`config.mk`:
```
export PLATFORM = sky130hd
export DESIGN_NAME = bsc_queue
export DESIGN_NICKNAME = d
export VERILOG_FILES = /design/src/hw/rtl/bsc_pkg.sv /design/src/hw/rtl/bsc_queue.sv
export SDC_FILE = /design/constraint.sdc
export NUM_CORES = 2
export LEC_CHECK = 0
export BUFFER_PORTS_ARGS = -buffer_cell sky130_fd_sc_hd__buf_2
export CORE_AREA = 3 3 471 473
export DETAILED_ROUTE_END_ITERATION = 6
export DIE_AREA = 0 0 474 476
export PLACE_DENSITY = 0.58
export RECOVER_POWER = 50
export SETUP_SLACK_MARGIN = 0.2
export SYNTH_ARGS = -nofsm -noshare
export SYNTH_HDL_FRONTEND = slang
export SYNTH_SLANG_ARGS = --single-unit
```
`constraint.sdc`:
```
create_clock -name clk -period 13.1 [get_ports clk]
set_input_delay 0 -clock clk [delete_from_list [all_inputs] [get_ports clk]]
set_output_delay 0 -clock clk [all_outputs]
set_load 0.01 [all_outputs]
```
`src/hw/rtl/bsc_pkg.sv`:
```
// Shared types, constants and arithmetic helpers for the barometric compensation block.
// Used by bsc_front, bsc_queue, bsc_back and the top level; depends on nothing else.
package bsc_pkg;

  typedef struct packed {
    logic [19:0] raw_pressure;
    logic [19:0] raw_temperature;
  } sample_t;

  typedef struct packed {
    logic signed [15:0] temperature_centi;
    logic [31:0]        pressure_q24_8;
    logic               pressure_valid;
  } result_t;

  typedef struct packed {
    logic [47:0] temp_calib;
    logic [63:0] press_calib_low;
    logic [63:0] press_calib_mid;
    logic [15:0] press_calib_high;
  } calib_t;

  // One entry of the queue between the front and the back end.
  typedef struct packed {
    logic signed [15:0] tout;
    logic [63:0]        dividend;
    logic [63:0]        divisor;
  } work_t;

  // Partial products of a 64 x 64 multiply, low 64 bits kept.
  typedef struct packed {
    logic [63:0] ll;
    logic [31:0] lh;
    logic [31:0] hl;
  } pp_t;

  // Running state of the restoring divider.
  typedef struct packed {
    logic [63:0] rem;
    logic [63:0] dq;
  } divst_t;

  localparam logic [7:0]  CFG_TEMP_CALIB       = 8'd0;
  localparam logic [7:0]  CFG_PRESS_CALIB_LOW  = 8'd1;
  localparam logic [7:0]  CFG_PRESS_CALIB_MID  = 8'd2;
  localparam logic [7:0]  CFG_PRESS_CALIB_HIGH = 8'd3;

  localparam logic [63:0] T_FINE_OFFSET = 64'd128000;
  localparam logic [63:0] PRESS_SCALE   = 64'd3125;
  localparam logic [63:0] PRESS_BASE    = 64'd1048576;

  localparam int FRONT_STAGES = 13;
  localparam int DIV_STEPS    = 64;

  function automatic logic [63:0] sext16(input logic [15:0] v);
    return {{48{v[15]}}, v};
  endfunction

  function automatic pp_t mul_pp(input logic [63:0] a, input logic [63:0] b);
    pp_t r;
    r.ll = {32'd0, a[31:0]} * {32'd0, b[31:0]};
    r.lh = a[31:0] * b[63:32];
    r.hl = a[63:32] * b[31:0];
    return r;
  endfunction

  function automatic logic [63:0] mul_sum(input pp_t p);
    logic [31:0] mid;
    mid = p.lh + p.hl;
    return p.ll + {mid, 32'd0};
  endfunction

  function automatic divst_t div_step(input divst_t s, input logic [63:0] ub);
    logic [64:0] t;
    divst_t      r;
    t = {s.rem, s.dq[63]};
    if (t >= {1'b0, ub}) begin
      r.rem = 64'(t - {1'b0, ub});
      r.dq  = {s.dq[62:0], 1'b1};
    end else begin
      r.rem = t[63:0];
      r.dq  = {s.dq[62:0], 1'b0};
    end
    return r;
  endfunction

endpackage

```
`src/hw/rtl/bsc_queue.sv`:
```
// Small FIFO of prepared work between the front and the back end.
// Register storage with a combinational head; uses bsc_pkg for the entry type.
module bsc_queue import bsc_pkg::*; #(
  parameter int DEPTH = 16
) (
  input  logic  clk,
  input  logic  rst,
  input  logic  push,
  input  work_t push_item,
  input  logic  pop,
  output work_t pop_item,
  output logic  empty
);

  localparam int PTR_W = (DEPTH > 1) ? $clog2(DEPTH) : 1;
  localparam int CNT_W = $clog2(DEPTH + 1);

  work_t            mem [DEPTH];
  logic [PTR_W-1:0] wr_ptr, rd_ptr;
  logic [CNT_W-1:0] cnt;

  always_ff @(posedge clk) begin
    if (push) begin
      mem[wr_ptr] <= push_item;
    end
  end

  always_ff @(posedge clk) begin
    if (rst) begin
      wr_ptr <= '0;
      rd_ptr <= '0;
      cnt    <= '0;
    end else begin
      if (push) begin
        wr_ptr <= (wr_ptr == PTR_W'(DEPTH - 1)) ? '0 : wr_ptr + 1'b1;
      end
      if (pop) begin
        rd_ptr <= (rd_ptr == PTR_W'(DEPTH - 1)) ? '0 : rd_ptr + 1'b1;
      end
      if (push && !pop) begin
        cnt <= cnt + 1'b1;
      end else if (pop && !push) begin
        cnt <= cnt - 1'b1;
      end
    end
  end

  assign pop_item = mem[rd_ptr];
  assign empty    = (cnt == '0);

  // The credit counter upstream must keep the queue from ever overflowing.
  a_no_overflow: assert property (@(posedge clk) disable iff (rst)
    !(push && !pop && cnt == CNT_W'(DEPTH)))
    else $error("queue push while full");

  a_no_underflow: assert property (@(posedge clk) disable iff (rst)
    pop |-> cnt != '0)
    else $error("queue pop while empty");

  a_ptr_match: assert property (@(posedge clk) disable iff (rst)
    (cnt != '0 && cnt != CNT_W'(DEPTH)) |-> rd_ptr != wr_ptr)
    else $error("queue pointers disagree with occupancy");

endmodule

```
==> results by group <==
Placed design
  – Placer congestion estimate: 0.705
  – I/O Buffers: 292
  – Dpl hpwl: 110000 um

Global route
  – Vias in the first global route: 42700
  – Overflow after GRT: 0
  – Global-route wire length before repair: 311000 um
  – Pin count of the biggest net entering global routing: 110
  – Global-route usage over all layers: 19.2%
  – Initial antenna violation count: 52

Logic synthesis
  – Top cell type by total area after synthesis: edfxtp_1
  – Cell Area, Synth: 86900 sq um
  – Sequential area share after synthesis: 80.0%
  – Avg Cell Area, Syn: 23.9 sq um
  – Ys async rst share: 0%
  – Ys flop type: edfxtp_1
  – Syn_nets: 3787
  – Synth unique cells: 36
  – Yosys warnings: 0
  – Number of flops mapped to enable cells by yosys: 2304
  – Synth area leaders: edfxtp_1, mux4_2, a22oi_1
  – Post-synth top area share: 79.6%
  – Synthesis-stage register bit count: 2321
  – Cell count after synthesis: 3629

Clocking
  – Clk buf depth: 3
  – Clock slew at reported path FFs: 0.06 ns
  – Clk root buf: clkbuf_16
  – H-Tree Depth: 4
  – CTS tree: done
  – Clock Sinks: 2321
  – Clk_lat worst skew: 0.84 ns
  – Num CTS Buffers: 227
  – Postcts setup bufs: 0

Critical path
  – Crit start category: flop
  – Most frequent CP cell: buf_4
  – CP Data Required Time: 13.55 ns
  – Max FO, Critical Path: 46
  – Slowest CP cell: and2_0
  – Slowest cell delay on critical path: 2.07 ns
  – Critical Path Sink Type: flop
  – Worst-path cell chain: inv_1 > ha_1 > and2_0 > buf_4 > buf_4 > buf_4
  – Crit Path Category: flop to flop
  – Arrival @ worst endpoint: 6.37 ns

Floorplan
  – Initial core utilization: 40.0%
  – DIE AREA: 226000 sq um
  – Die extent in x: 474 um
  – Die Span Y: 476 um
  – Num rows: 171
  – CORE AREA: 217000 sq um
  – I/O pins: 293

Min path
  – Worst hold path class: primary input to flop

Detailed routing
  – Initial detailed-routing violation count: 4114
  – Routed vias/inst: 5.66
  – Final ANT Viol Nets: 0
  – Routed wire length: 217000 um
  – DRC: 0
  – DR WL/cell: 29.9 um
  – DR pass1 iterations: 5
  – Via count: 41000

STA
  – Setup TNS: 0 ns
  – Minimum clock period: 5.92 ns
  – Final hold vios: 0
  – Slew Limit Headroom: -88.7%
  – Period utilisation layout: 45.2%
  – Hold WS: 0.0959 ns
  – Least-Margin Pin Slew: 2.83 ns
  – Fmax: 169 MHz
  – RSZ-0062 raised after global routing: false
  – Clock Skew: 0.0194 ns
  – Max Slew Vio Count: 80
  – Final-report setup violation count: 0

Run
  – Max-Cap Viols: 4

Outcome
  – Status: complete, but fails checks
  – Failing checks: max-capacitance violations, max-slew violations

Pwr
  – Seq pwr share: 53.6%
  – Cell internal pwr: 0.0122 W
  – PwrDens: 155 nW/um^2
  – Worst vdd ir: 0.115 mV
  – Leakage Power: 30.9 nW
  – Switching power: 0.00331 W
  – Logic gate share of total power: 5.8%
  – Clock Power Share: 40.6%
  – Switching Share: 21.4%

Final layout
  – Register area: 69500 sq um
  – Most frequent cells in the layout: edfxtp_1, mux4_2, a22oi_1, clkbuf_16, clkbuf_1
  – Fin util: 46.0%
  – Filler Cells Inserted: 18100
  – Share of cells above drive strength 1: 26.2%
  – Commonest non-fill, non-tap cell in the layout: edfxtp_1
  – Area Growth Syn to Fin: 15.2%
  – Post-layout nets: 4340
  – Area of the multi-input gates: 16400 sq um
==> layer usage <==
metal  up-vias  global-route usage [%]  part of all wire (%)
met2      1344                    30.5                    48
li1      16800                       -                     -
met1     22600                    27.6                    43
met5         -                       0                 0.054
met4        20                    3.96                   1.7
met3       284                    4.00                   7.0
==> worst max-delay path: cells and delay by family (launching register included) <==
family,cells,cell delay [ns]
flops,1,0.37
fa+ha+maj,1,0.21
simple gates,1,2.07
buf+inv,4,2.79
==> flip-flops by register name, summed over array words and instances (netlist names), named ones only <==
name,count
rd_ptr,4
mem,2304
cnt,5
wr_ptr,4
==> power by group through the flow <==
stage / registers (W) / logic, W / clock network (W)
2_1_floorplan: 0.00845 / 0.000520 / 0
3_3_place_gp: 0.00845 / 0.000875 / 0
3_5_place_dp: 0.00845 / 0.000884 / 0
4_1_cts: 0.00829 / 0.000931 / 0.00642
5_1_grt: 0.00830 / 0.000979 / 0.00672
6_report: 0.00830 / 0.000899 / 0.00628
==> kinds of logic after synthesis <==
| family | share of synthesized area [%] |
|---|---|
| AO/OA/AOI/OAI | 2.50 |
| XOR/XNOR | 0.0504 |
| AND/OR/NAND/NOR | 1.04 |
| flip-flops | 80.0 |
| adder cells (fa/ha/maj) | 0.153 |
| multiplexers | 15.0 |
| buffers and inverters | 1.27 |
==> synthesized netlist by cell type (2+ instances only) <==
| library cell | number |
|---|---|
| buf_4 | 16 |
| edfxtp_1 | 2304 |
| or2_2 | 2 |
| nand2b_1 | 5 |
| and2_1 | 18 |
| or3_1 | 2 |
| ha_1 | 9 |
| o22ai_1 | 44 |
| buf_1 | 34 |
| mux2i_1 | 4 |
| nand2_1 | 130 |
| buf_2 | 60 |
| buf_6 | 29 |
| nor2b_1 | 5 |
| nor2_1 | 42 |
| a21oi_1 | 8 |
| mux4_2 | 576 |
| clkbuf_1 | 55 |
| a22oi_1 | 244 |
| xor2_1 | 4 |
| dfxtp_1 | 17 |
| inv_1 | 6 |
| o21ai_0 | 2 |
==> area by class of cell <==
cell class / count / area share [%]
inverters: 6 / 0.0225
flip-flops and latches: 2321 / 69.5
repair buffers: 518 / 3.41
well taps: 2854 / 3.57
multi-input cells: 1108 / 16.3
clock buffers: 271 / 5.93
diodes: 29 / 0.0725
clock inverters: 145 / 1.19
==> worst paths after layout <==
check	slack, ns	depth (start not counted)	startpoint	end
worst max-delay path	7.18	6	wr_ptr[0]	mem[8][1]
worst min-delay path	0.1	3	rst	cnt[0]
worst max register to register	7.18	6	wr_ptr[0]	mem[8][1]
worst min register to register	0.53	2	wr_ptr[3]	wr_ptr[3]
==> metrics by stage <==
step           area (sq um)  worst slack [ns]  instances  power (W)
2_1_floorplan         86900              8.62       3629    0.00897
3_3_place_gp          91600              8.51       6659    0.00932
3_5_place_dp          91600              8.49       6659    0.00934
4_1_cts              100000              7.57       7223     0.0156
5_1_grt              100000              6.90       7231     0.0160
6_report             100000              7.18       7252     0.0155
==> what timing repair did <==
item                                   in CTS  in global routing
endpoints found under the hold margin    2352                  0
resized for setup                           0                  0
hold buffers                              148                  0
No activity file was read; power rests on OpenSTA's default activity.
